==> config.mk <==
export PLATFORM = sky130hd
export DESIGN_NAME = linked_list_fifo_free_list
export DESIGN_NICKNAME = d
export VERILOG_FILES = /design/src/hdl/llff_pkg.sv /design/src/hdl/linked_list_fifo_free_list.sv
export SDC_FILE = /design/constraint.sdc
export NUM_CORES = 1
export LEC_CHECK = 0
export BUFFER_PORTS_ARGS = -buffer_cell sky130_fd_sc_hd__buf_2
export CAP_MARGIN = 0
export CORE_UTILIZATION = 50
export DETAILED_ROUTE_END_ITERATION = 6
export PLACE_DENSITY = 0.69
export SLEW_MARGIN = 20
export SYNTH_ARGS = -nofsm -noshare
export SYNTH_HDL_FRONTEND = slang
export SYNTH_SLANG_ARGS = --single-unit
==> constraint.sdc <==
create_clock -name clk -period 11.2 [get_ports clk]
set_input_delay 1.12 -clock clk [delete_from_list [all_inputs] [get_ports clk]]
set_output_delay 1.12 -clock clk [all_outputs]
set_load 0.02 [all_outputs]
==> src/hdl/llff_pkg.sv <==
`timescale 1ns / 1ps
`default_nettype none

package llff_pkg;

  // Width of the payload fields on both channels.
  localparam int unsigned DATA_W = 32;

  // Operation codes carried in the opcode field.
  localparam logic OP_ENQ = 1'b0;
  localparam logic OP_DEQ = 1'b1;

  typedef struct packed {
    logic              opcode;
    logic [DATA_W-1:0] data_in;
  } req_t;

  typedef struct packed {
    logic              error;
    logic [DATA_W-1:0] data_out;
    logic              is_empty;
    logic              is_full;
  } rsp_t;

endpackage

`default_nettype wire

==> src/hdl/linked_list_fifo_free_list.sv <==
`timescale 1ns / 1ps
`default_nettype none

// Channel  Direction  Handshake              Item
// req      in         req_valid / req_ready  llff_pkg::req_t (opcode, data_in)
// rsp      out        rsp_valid / rsp_ready  llff_pkg::rsp_t (error, data_out, is_empty, is_full)
//
// Each item is handled alone: the link and payload memories are read first, then
// the pointers are updated, the memories written back and the result register loaded.
// The item rate is set by that read-modify-write through the registered RAM read.
// After reset the block is ready at once; untouched entries are tracked by a fill
// count, so the link memory needs no clearing pass.
// While a result waits in the output register a new item is still accepted; it
// holds in its update step until the output register is free.

module linked_list_fifo_free_list #(
  parameter int unsigned DEPTH      = 16,
  parameter int unsigned DATA_WIDTH = 32
) (
  input  wire logic           clk,
  input  wire logic           rst,
  input  wire logic           req_valid,
  output      logic           req_ready,
  input  wire llff_pkg::req_t req,
  output      logic           rsp_valid,
  input  wire logic           rsp_ready,
  output      llff_pkg::rsp_t rsp
);

  // Pointers carry one more value than the entries: DEPTH stands for null.
  localparam int unsigned PW = $clog2(DEPTH + 1);
  localparam int unsigned IW = $clog2(DEPTH);
  localparam logic [PW-1:0] NIL = PW'(DEPTH);

  localparam logic S_IDLE = 1'b0;
  localparam logic S_EXEC = 1'b1;

  logic state;
  logic state_next;

  // List pointers and the fill count. Entries at or above fresh_cnt have
  // never been allocated, so their link is still "next entry in order".
  logic [PW-1:0] head_ptr,  head_ptr_next;
  logic [PW-1:0] tail_ptr,  tail_ptr_next;
  logic [PW-1:0] free_head, free_head_next;
  logic [PW-1:0] fresh_cnt, fresh_cnt_next;

  // The item under work.
  logic              op_q;
  logic [DATA_WIDTH-1:0] data_q;

  // Memories: link per entry and payload per entry, both with registered reads.
  logic [PW-1:0]         link_mem    [DEPTH];
  logic [DATA_WIDTH-1:0] payload_mem [DEPTH];
  logic [PW-1:0]         link_rdata;
  logic [DATA_WIDTH-1:0] payload_rdata;

  logic          accept;
  logic          commit;
  logic [IW-1:0] link_raddr;
  logic [IW-1:0] payload_raddr;
  logic          link_we;
  logic [IW-1:0] link_waddr;
  logic [PW-1:0] link_wdata;
  logic          payload_we;
  logic [IW-1:0] payload_waddr;

  logic          head_valid;
  logic          tail_valid;
  logic          free_valid;
  logic          free_fresh;
  logic [PW-1:0] free_link;
  logic [PW-1:0] deq_next;
  logic [63:0]   din_ext;
  logic [63:0]   dout_ext;
  llff_pkg::rsp_t rsp_next;

  assign req_ready = (state == S_IDLE);
  assign accept    = req_valid && req_ready;
  assign commit    = (state == S_EXEC) && (!rsp_valid || rsp_ready);

  assign head_valid = (head_ptr < NIL);
  assign tail_valid = (tail_ptr < NIL);
  assign free_valid = (free_head < NIL);

  // Read addresses are issued in the accept cycle from the current pointers.
  // A null pointer reads entry zero; that data is never used.
  always_comb begin
    link_raddr    = '0;
    payload_raddr = '0;
    if (head_valid) begin
      payload_raddr = head_ptr[IW-1:0];
    end
    if (req.opcode == llff_pkg::OP_DEQ) begin
      if (head_valid) begin
        link_raddr = head_ptr[IW-1:0];
      end
    end else begin
      if (free_valid) begin
        link_raddr = free_head[IW-1:0];
      end
    end
  end

  // Update step: work out the new pointers, the write-backs and the result.
  always_comb begin
    free_fresh = (free_head >= fresh_cnt);
    // A fresh entry still links to the next index; the last one links to null.
    free_link  = free_fresh ? (free_head + PW'(1)) : link_rdata;
    // The tail's link is taken as null, so a dequeue of the last entry ignores
    // the stored link, which may be stale or never written.
    deq_next   = (head_ptr == tail_ptr) ? NIL : link_rdata;
    din_ext    = 64'(data_q);
    dout_ext   = 64'(payload_rdata);

    head_ptr_next  = head_ptr;
    tail_ptr_next  = tail_ptr;
    free_head_next = free_head;
    fresh_cnt_next = fresh_cnt;
    link_we        = 1'b0;
    link_waddr     = '0;
    link_wdata     = '0;
    payload_we     = 1'b0;
    payload_waddr  = free_head[IW-1:0];
    rsp_next.error    = 1'b0;
    rsp_next.data_out = '0;

    if (op_q == llff_pkg::OP_ENQ) begin
      if (!free_valid) begin
        rsp_next.error = 1'b1;
      end else begin
        free_head_next = free_link;
        if (free_fresh) begin
          fresh_cnt_next = fresh_cnt + PW'(1);
        end
        payload_we = 1'b1;
        // Hang the new entry after the current tail.
        if (tail_valid) begin
          link_we    = 1'b1;
          link_waddr = tail_ptr[IW-1:0];
          link_wdata = free_head;
        end
        tail_ptr_next = free_head;
        if (!head_valid) begin
          head_ptr_next = free_head;
        end
      end
    end else begin
      if (!head_valid) begin
        rsp_next.error = 1'b1;
      end else begin
        rsp_next.data_out = dout_ext[llff_pkg::DATA_W-1:0];
        head_ptr_next     = deq_next;
        if (deq_next >= NIL) begin
          head_ptr_next = NIL;
          tail_ptr_next = NIL;
        end
        // Push the freed entry onto the free list.
        link_we        = 1'b1;
        link_waddr     = head_ptr[IW-1:0];
        link_wdata     = free_head;
        free_head_next = head_ptr;
      end
    end

    rsp_next.is_empty = !(head_ptr_next < NIL);
    rsp_next.is_full  = !(free_head_next < NIL);
    state_next = state;
    case (state)
      S_IDLE: begin
        if (accept) begin
          state_next = S_EXEC;
        end
      end
      S_EXEC: begin
        if (commit) begin
          state_next = S_IDLE;
        end
      end
      default: begin
        state_next = S_IDLE;
      end
    endcase
  end

  always_ff @(posedge clk) begin
    if (link_we && commit) begin
      link_mem[link_waddr] <= link_wdata;
    end
    if (accept) begin
      link_rdata <= link_mem[link_raddr];
    end
  end

  always_ff @(posedge clk) begin
    if (payload_we && commit) begin
      payload_mem[payload_waddr] <= din_ext[DATA_WIDTH-1:0];
    end
    if (accept) begin
      payload_rdata <= payload_mem[payload_raddr];
    end
  end

  always_ff @(posedge clk) begin
    if (accept) begin
      op_q   <= req.opcode;
      data_q <= DATA_WIDTH'({{(64 - llff_pkg::DATA_W){1'b0}}, req.data_in});
    end
    if (commit) begin
      rsp <= rsp_next;
    end
  end

  always_ff @(posedge clk) begin
    if (rst) begin
      state     <= S_IDLE;
      rsp_valid <= 1'b0;
      head_ptr  <= NIL;
      tail_ptr  <= NIL;
      free_head <= '0;
      fresh_cnt <= '0;
    end else begin
      state <= state_next;
      if (commit) begin
        rsp_valid <= 1'b1;
        head_ptr  <= head_ptr_next;
        tail_ptr  <= tail_ptr_next;
        free_head <= free_head_next;
        fresh_cnt <= fresh_cnt_next;
      end else if (rsp_ready) begin
        rsp_valid <= 1'b0;
      end
    end
  end

endmodule

`default_nettype wire

=== Yosys cells after proc, flatten, opt, wreduce, memory -nomap -nowiden ===
Memories as Yosys holds them, arrays and structs flattened. A register that Yosys moved wholly into a read port is not among the register bits.
Index checks and enable logic that the tools add are counted.

* Word-level logic and storage cells: 82
* Bits of input ports: 37
* Flip-flop bits (word level): 90
* Memories kept: 2
* Output and inout port bits: 37
* RAM bits: 592

* Bitwise logic cells: 2
* Magnitude comparators: 7
* Equality and inequality tests: 3
* $add $sub $neg: 2
* Muxes and demuxes: 41
* Reductions and logical operators: 13

{| class="wikitable"
|+ Memory list
! name !! depth !! bits a word !! rd ports !! clocked after memory_dff !! wr ports !! RTL line !! text
|-
| payload_mem || 16 || 32 || 1 || 1 || 1 || linked_list_fifo_free_list.sv:54 || <nowiki>logic [DATA_WIDTH-1:0] payload_mem [DEPTH];</nowiki>
|-
| link_mem || 16 || 5 || 1 || 1 || 1 || linked_list_fifo_free_list.sv:53 || <nowiki>logic [PW-1:0] link_mem [DEPTH];</nowiki>
|}

{| class="wikitable"
|+ Operators by type and width
! kind !! count
|-
| $mux W5 || 17
|-
| $lt A5 B5 Y1 const B || 5
|-
| $mux W4 || 6
|-
| $mux W1 || 17
|-
| $add A5 B1 Y5 const B || 2
|-
| $reduce_and A4 Y1 || 2
|-
| $eq A5 B5 Y1 || 1
|-
| $ge A5 B5 Y1 || 1
|-
| $ge A5 B5 Y1 const B || 1
|-
| $logic_and A1 B1 Y1 || 4
|-
| $ne A2 B1 Y1 const B || 2
|-
| $reduce_bool A2 Y1 || 2
|-
| $logic_not A1 Y1 || 3
|-
| $not A1 Y1 || 2
|-
| $pmux W1 S2 || 1
|-
| $reduce_and A2 Y1 || 1
|-
| $logic_or A1 B1 Y1 || 1
|}

=== Longest topological paths before layout ===
Gate-level depths: netlist (run 1).

* Word-level depth: 8
* Mapped depth: 10
* Gate-level depth less buffers: 8

=== Worst setup path after synthesis (run 1) ===
No wires, ideal clock.

* Kind: in2reg
* Start: input port req_valid
* End: register data_q[0], enable pin
* Setup time: 0.507 ns
* Buffers on the path: 0
* Arrival: 4.191 ns
* Setup slack: 6.502 ns
* Cell stages on the path: 1
* Data required time: 10.693 ns
* Cells stage by stage: nor2b_1

* Cells in the longest elaborated chain, start to end: 1

{| class="wikitable"
|+ RTL lines
! what !! RTL line !! text
|-
| start: declaration || linked_list_fifo_free_list.sv:22 || <nowiki>input wire logic req_valid,</nowiki>
|-
| $logic_and A1 B1 Y1 || linked_list_fifo_free_list.sv:79 || <nowiki>assign accept = req_valid && req_ready;</nowiki>
|-
| end signal: assignment || linked_list_fifo_free_list.sv:207 || <nowiki>data_q <= DATA_WIDTH'({{(64 - llff_pkg::DATA_W){1'b0}}, req.data_in});</nowiki>
|-
| end: declaration || linked_list_fifo_free_list.sv:50 || <nowiki>logic [DATA_WIDTH-1:0] data_q;</nowiki>
|}

Every way passes these cells.
A chain may end at the register's enable or synchronous reset.

=== Final worst setup path (run 1) ===
* Start: register op_q
* End: memory link_mem[13][3] (netlist name), enable pin

* Cells in the longest elaborated chain, start to end: 4
* Elaborated cells on any way between the ends: 5
* Classes of those cells: mux (4); reduce/logical (1)

{| class="wikitable"
|+ RTL lines
! what !! RTL line !! text
|-
| start: declaration || linked_list_fifo_free_list.sv:49 || <nowiki>logic op_q;</nowiki>
|-
| start signal: assignment || linked_list_fifo_free_list.sv:206 || <nowiki>op_q <= req.opcode;</nowiki>
|-
| $mux W1 || linked_list_fifo_free_list.sv:128 || <nowiki>if (op_q == llff_pkg::OP_ENQ) begin</nowiki>
|-
| $logic_and A1 B1 Y1 || linked_list_fifo_free_list.sv:187 || <nowiki>if (link_we && commit) begin</nowiki>
|-
| $mux W1 || linked_list_fifo_free_list.sv:187 ||
|-
| $mux W1 (implied by the code) || linked_list_fifo_free_list.sv:188 || <nowiki>link_mem[link_waddr] <= link_wdata;</nowiki>
|-
| end: declaration || linked_list_fifo_free_list.sv:53 ||
|}

Parallel ways exist; a longest one is shown, timed or not.

==> results.json, run 1 <==
{
  "status": "finished clean",
  "cap_viol_max_count": 0,
  "grt_use_total": 0.2194,
  "yosysSeqAreaShare": 0.7583,
  "cts_sinks": 719,
  "yosys-top-cells-area": "edfxtp_1, mux2_2, mux2i_1",
  "grt-ovfl-total": 0,
  "drive_gt1_frac": 0.1704,
  "worstPathArrival_ns": 4.15,
  "fp.dieH_um": 239.4,
  "hp-class": "reg -> reg",
  "setup_violations": 0,
  "hold_ws_ns": 0.5165,
  "grt_pass1_wl_um": 93660,
  "cts.hold.buffers_added": 0,
  "slew_headroom": 0.2458,
  "fmax_mhz": 255.8,
  "p_per_area_nw_per_um2": 179.1,
  "cts-resized-gates": 0,
  "gp_congestion": 0.8487,
  "preCtsSetupSlack_ns": 7.433,
  "finalSetupTns_ns": 0,
  "final_cells": 2639,
  "ff_latch_area_sq_um": 21380,
  "yosys_warnings": 0,
  "htree_levels": 3,
  "std_cell_rows": 86,
  "first_iter_violations": 1586,
  "clkLatencyLatePin_ns": 0.62,
  "rsz0062_at_grt": "false",
  "slew_viol_final": 0,
  "synth_most_common_cell": "edfxtp_1",
  "fill_cells": 4191,
  "ir_drop_uv": 97.26,
  "place.port_buffers": 73,
  "yosysUniqueCellTypes": 47,
  "dieArea_sq_um": 57320,
  "drtAntennaViolNets": 0,
  "cts.clk_slew.worst_paths_ns": 0.06,
  "avgSynthCellArea_sq_um": 15.85,
  "ys_async_sr_fraction": 0,
  "place.detailed.hpwl_um": 31850,
  "fin_total_pwr_mw": 5.650,
  "skew_ns": 0.02756,
  "cts_buffer_depth": 3,
  "wirelength_um": 61780,
  "post-route-drc-count": 0,
  "required_ns": 11.44,
  "leakage_nw": 10.35,
  "tightest_slew_ns": 1.131,
  "cts_buffers": 73,
  "antenna_found_initial": 0,
  "core_region_area_sq_um": 55420,
  "cts-root-buf": "clkbuf_16",
  "synth_seq_cells": 719,
  "syn_inst": 1778,
  "end_kind": "register",
  "min_period_ns": 3.910,
  "routed_via_density": 5.919,
  "setup_ws_ns": 7.290,
  "synth_edf_count": 697,
  "grt_pass1_vias": 15690,
  "synth_nets": 1825,
  "post_cts_buffers": 0,
  "hold_viol_final": 0,
  "netlist_area_sq_um": 28180,
  "die_w_um": 239.4,
  "synth_flop_cell": "edfxtp_1",
  "synthToLayoutAreaGrowth_pct": 11.97,
  "multiInputGateArea_sq_um": 6394,
  "criticalPathCategory": "reg -> reg",
  "cts_tree": "yes",
  "io-pin-count": 74,
  "cp_max_fo": 38,
  "start_util": 0.5086,
  "yosys-top-cells-count": "edfxtp_1, o21ai_0, a21oi_1",
  "grt_max_degree": 81,
  "vias": 15620,
  "wire_per_inst_um": 23.41,
  "place_inst": 2510,
  "period_share": 0.3491,
  "drtPass1Iterations": 5,
  "yosysTopAreaCell": "edfxtp_1",
  "nets": 1884,
  "yosysTopAreaCellShare": 0.7427,
  "startpoint_type": "register"
}
[final cells by class]
| type | count | area share |
|---|---|---|
| Clock buffer | 89 | 0.06146 |
| Clock inverter | 39 | 0.01090 |
| Tap cell | 748 | 0.02966 |
| Inverter | 10 | 0.001189 |
| Antenna cell | 1 | 0.00007930 |
| Multi-Input combinational cell | 939 | 0.2026 |
| Timing Repair Buffer | 94 | 0.01657 |
| Sequential cell | 719 | 0.6775 |
[sequential cells by signal, summed over array words and instances, names as in the netlist]
name / flops
payload_mem: 512
link_mem: 80
rsp: 35
data_q: 32
payload_rdata: 32
free_head: 5
fresh_cnt: 5
head_ptr: 5
link_rdata: 5
tail_ptr: 5
op_q: 1
rsp_valid: 1
state: 1
[metal layers]
metal,vias to the layer above,track usage,share of wire
li1,7032,-,-
met1,7919,0.3019,0.43
met2,576,0.3599,0.49
met3,92,0.03538,0.068
met4,0,0.06760,0.018
met5,-,0,0
[final timing paths]
check,start,end,slack [ns],cells past startpoint
worst min-delay path,payload_rdata[2],rsp[4],0.52,1
worst max-delay path,op_q,link_mem[13][3],7.29,6
worst max register to register,op_q,link_mem[13][3],7.29,6
worst min register to register,payload_rdata[2],rsp[4],0.52,1
[per-stage QoR]
stage,util,cell area [sq um]
floorplan,-,28180
global placement,0.5276,29240
detailed placement,0.5277,29240
CTS,0.5689,31520
global route,0.5694,31550
finish,0.5695,31560
[worst max-delay path, stage by stage (launching register included)]
cell      delay (ns)
edfxtp_1        0.83
inv_1           0.33
nor2_4          0.90
nor2_1          0.33
nor2_1          0.32
nand3_1         0.19
nor3_1          0.64
[kinds of logic (layout without fill, tap and decap cells)]
group	after synthesis	after routing	share of synthesized area
AOI/OAI and AO/OA	430	430	0.09301
adders and majority gates	10	10	0.004440
other	0	1	0
xor gates and xnor gates	11	11	0.003418
and+or+nand+nor	308	308	0.05283
muxes	180	180	0.06877
buffers and inverters	120	232	0.01922
DFF	719	719	0.7583
[layout by cell type (no fill, tap or decap), types with 4 or more instances in the layout]
| cell | count |
|---|---|
| o221ai_1 | 5 |
| and2_2 | 13 |
| clkinv_1 | 23 |
| nand3_1 | 38 |
| nor2b_1 | 35 |
| mux2_2 | 96 |
| nor2b_4 | 4 |
| edfxtp_1 | 697 |
| inv_6 | 6 |
| a211oi_1 | 33 |
| a22oi_1 | 70 |
| o21a_1 | 5 |
| nor3_1 | 14 |
| mux2i_1 | 74 |
| clkbuf_1 | 13 |
| buf_4 | 21 |
| a31oi_1 | 6 |
| dfxtp_1 | 18 |
| buf_2 | 73 |
| and2_1 | 33 |
| a21oi_1 | 120 |
| clkbuf_16 | 75 |
| mux2_1 | 9 |
| o21ai_1 | 5 |
| a221oi_1 | 34 |
| ha_1 | 10 |
| inv_1 | 8 |
| nor2_1 | 50 |
| bufinv_16 | 5 |
| nand2_1 | 100 |
| o21ai_0 | 137 |
| xnor2_1 | 7 |
| xor2_1 | 4 |
[power by group]
group          leakage (nW)  total (mW)  switching (mW)  internal, mW
Sequential             6.61        3.06          0.0567          3.00
Clock                  1.11        2.35           0.995          1.35
Combinational          2.63       0.249           0.161        0.0876
Total                  10.4        5.65            1.21          4.44
No activity file was read; power rests on OpenSTA's default activity.
==> run 2: changes to the inputs <==
Settings changed: ABC_AREA set to 1.
Clock period 11.2 ns to 4 ns, I/O delays scaled along.
==> run 2 against run 1 <==
  * Worst hold slack worse by 0.44 ns
  * Synthesized cell count up 30%
  * Non-clock buffer count up 52
  * Total power rose to 2.9 times the previous value
  * Core utilization up 1.2 points
  * Clock power rose to 3.1 times the previous value
  * Global-route usage up 0.26 points
==> results.json, run 2 <==
{
  "netlist_area_sq_um": 28990,
  "synthSimpleGateAreaFrac": 0.1160,
  "stdcell_area_sq_um": 33030,
  "cts_buffer_depth": 3,
  "wirelength_um": 65520,
  "startpoint_type": "register",
  "grt-ovfl-total": 0,
  "end_kind": "register",
  "synth_nets": 2350,
  "gp_congestion": 0.8874,
  "synth_most_common_cell": "edfxtp_1",
  "die_w_um": 242.8,
  "diodes": 0,
  "cts_sinks": 719,
  "place.port_buffers": 73,
  "hp-class": "in -> reg",
  "place.detailed.hpwl_um": 34570,
  "synth_xor_area_frac": 0.001511,
  "multiInputGateArea_sq_um": 6396,
  "final_cell_mix": "edfxtp_1, nor2_1, nand2_1",
  "dieArea_sq_um": 58940,
  "tightest_slew_ns": 1.159,
  "p_seq_frac": 0.523,
  "placed_cell_area_sq_um": 30150,
  "grt_pass1_wl_um": 100100,
  "synth_edf_count": 697,
  "required_ns": 4.31,
  "preCtsSetupSlack_ns": 0.9391,
  "yosys_warnings": 0,
  "grt_max_degree": 189,
  "hold_start": "req[32]",
  "slew_headroom": 0.2243,
  "setup_ws_ns": 1.035,
  "yosysTopAreaCell": "edfxtp_1",
  "drtPass1Iterations": 5,
  "p_int_mw": 12.94,
  "slew_viol_final": 0,
  "post_cts_buffers": 0,
  "reg_top3": "payload_mem: 512 flops, link_mem: 80 flops, rsp: 35 flops",
  "start_util": 0.5102,
  "leakage_nw": 12.01,
  "period_share": 0.7412,
  "setup_violations": 0,
  "cts-root-buf": "clkbuf_16",
  "fin_total_pwr_mw": 16.33,
  "core_region_area_sq_um": 56820,
  "status": "finished clean",
  "std_cell_rows": 87,
  "rsz0062_at_grt": "false",
  "clkPwrFrac": 0.441,
  "synthToLayoutAreaGrowth_pct": 13.93,
  "yosysSeqAreaShare": 0.7372,
  "cts.clk_slew.worst_paths_ns": 0.06,
  "final_common_cell": "edfxtp_1",
  "grt_use_total": 0.2220,
  "htree_levels": 3,
  "post-route-drc-count": 0,
  "p_comb_frac": 0.037,
  "hold_viol_final": 0,
  "switchingPower_mw": 3.391,
  "synth_fa_ha_area_frac": 0.004316,
  "synth_seq_cells": 719,
  "hold_ws_ns": 0.07177,
  "regMostFlops": "payload_mem",
  "skew_ns": 0.02315,
  "fp.dieH_um": 242.8,
  "wire_per_inst_um": 20.41,
  "drive_gt1_frac": 0.1177,
  "synth.area.mux_share": 0,
  "yosys-top-cells-count": "edfxtp_1, nor2_1, nand2_1",
  "drtAntennaViolNets": 0,
  "startpoint": "op_q",
  "cap_viol_max_count": 0,
  "ff_latch_area_sq_um": 21370,
  "r2r_start": "op_q",
  "regToRegSetupSlack_ns": 1.04,
  "ys_async_sr_fraction": 0,
  "yosysTopAreaCellShare": 0.7220,
  "grt_pass1_vias": 17220,
  "cts_tree": "yes",
  "fill_cells": 4461,
  "cp_max_fo": 22,
  "io-pin-count": 74,
  "worstPathArrival_ns": 3.28,
  "routed_via_density": 5.576,
  "first_iter_violations": 1613,
  "synth_flop_cell": "edfxtp_1",
  "yosys-top-cells-area": "edfxtp_1, nor2_1, nand2_1",
  "syn_inst": 2303,
  "fmax_mhz": 337.3,
  "ir_drop_uv": 279.0,
  "synth_top_family_by_area": "simple AND/OR/NAND/NOR gates",
  "min_period_ns": 2.965,
  "nets": 2444,
  "finalSetupTns_ns": 0,
  "largest_reg_flops": 512,
  "cts_buffers": 74,
  "yosysUniqueCellTypes": 35,
  "vias": 17910,
  "clkLatencyLatePin_ns": 0.62,
  "criticalPathCategory": "reg -> reg",
  "synth_compound_area_frac": 0.09379,
  "p_per_area_nw_per_um2": 494.5,
  "swShare": 0.2076,
  "antenna_found_initial": 0,
  "avgSynthCellArea_sq_um": 12.59
}
-- run 2: cell count changes in the layout (fill, tap and decap cells not counted), moves of 63 or more --
cell      previous run  this run
mux2_2              96         0
o211ai_1             0        76
nor2_1              50       430
o31ai_1              0        63
o21ai_1              5        78
a22oi_1             70         0
nand2_1            100       244
mux2i_1             74         0
a21oi_1            120        30
inv_1                8       157
-- run 2: final cells by class --
cell class                      instances  share of cell area
Sequential cell                       719              0.6472
Tap cell                              756             0.02864
Clock buffer                           91             0.05993
Multi-Input combinational cell       1288              0.1937
Clock inverter                         43             0.01727
Timing Repair Buffer                  146             0.03425
Inverter                              168             0.01909
-- run 2: what timing repair did --
action	4_1_cts	5_1_grt
gates resized for setup	0	0
hold buffers	32	0
hold endpoints to repair	32	0
-- run 2: layer usage --
metal | track usage | vias up | wire length [um]
met1 | 0.3046 | 8826 | 28400
li1 | - | 8395 | -
met5 | 0 | - | 0
met3 | 0.03019 | 109 | 3936
met2 | 0.3632 | 576 | 31450
met4 | 0.08139 | 0 | 1734
-- run 2: final timing paths --
path / end / depth (start not counted)
worst min register to register: fresh_cnt[4] / 2
worst max register to register: payload_mem[13][1] / 6
worst min-delay path: op_q / 1
worst max-delay path: payload_mem[13][1] / 6
-- run 2: worst max-delay path, cell delays in order (launching register included) --
cell and delay, ns:
edfxtp_1 0.46, nor2_4 0.20, inv_2 0.11, nor2_2 0.43
nand2_1 0.36, nor2_4 0.74, buf_4 0.36
-- run 2: cell families (layout without fill, tap and decap cells) --
logic type,Yosys count,in the layout
and+or+nand+nor,821,821
AOI/OAI and AO/OA,452,452
buffers and inverters,296,448
adders and majority gates,10,10
DFF,719,719
xor gates and xnor gates,5,5
-- run 2: power groups by stage --
stage	logic [mW]	clock network, mW	registers (mW)
floorplan	0.350	0	8.67
global placement	0.562	0	8.69
detailed placement	0.570	0	8.70
CTS	0.597	7.30	8.54
global route	0.654	7.57	8.55
finish	0.597	7.20	8.54
-- run 2: stage by stage --
| step | cells | util |
|---|---|---|
| 6_report | 3211 | 0.5813 |
| 5_1_grt | 3211 | 0.5813 |
| 4_1_cts | 3211 | 0.5812 |
| 3_5_place_dp | 3045 | 0.5307 |
| 3_3_place_gp | 3045 | 0.5307 |
| 2_1_floorplan | 2303 | - |
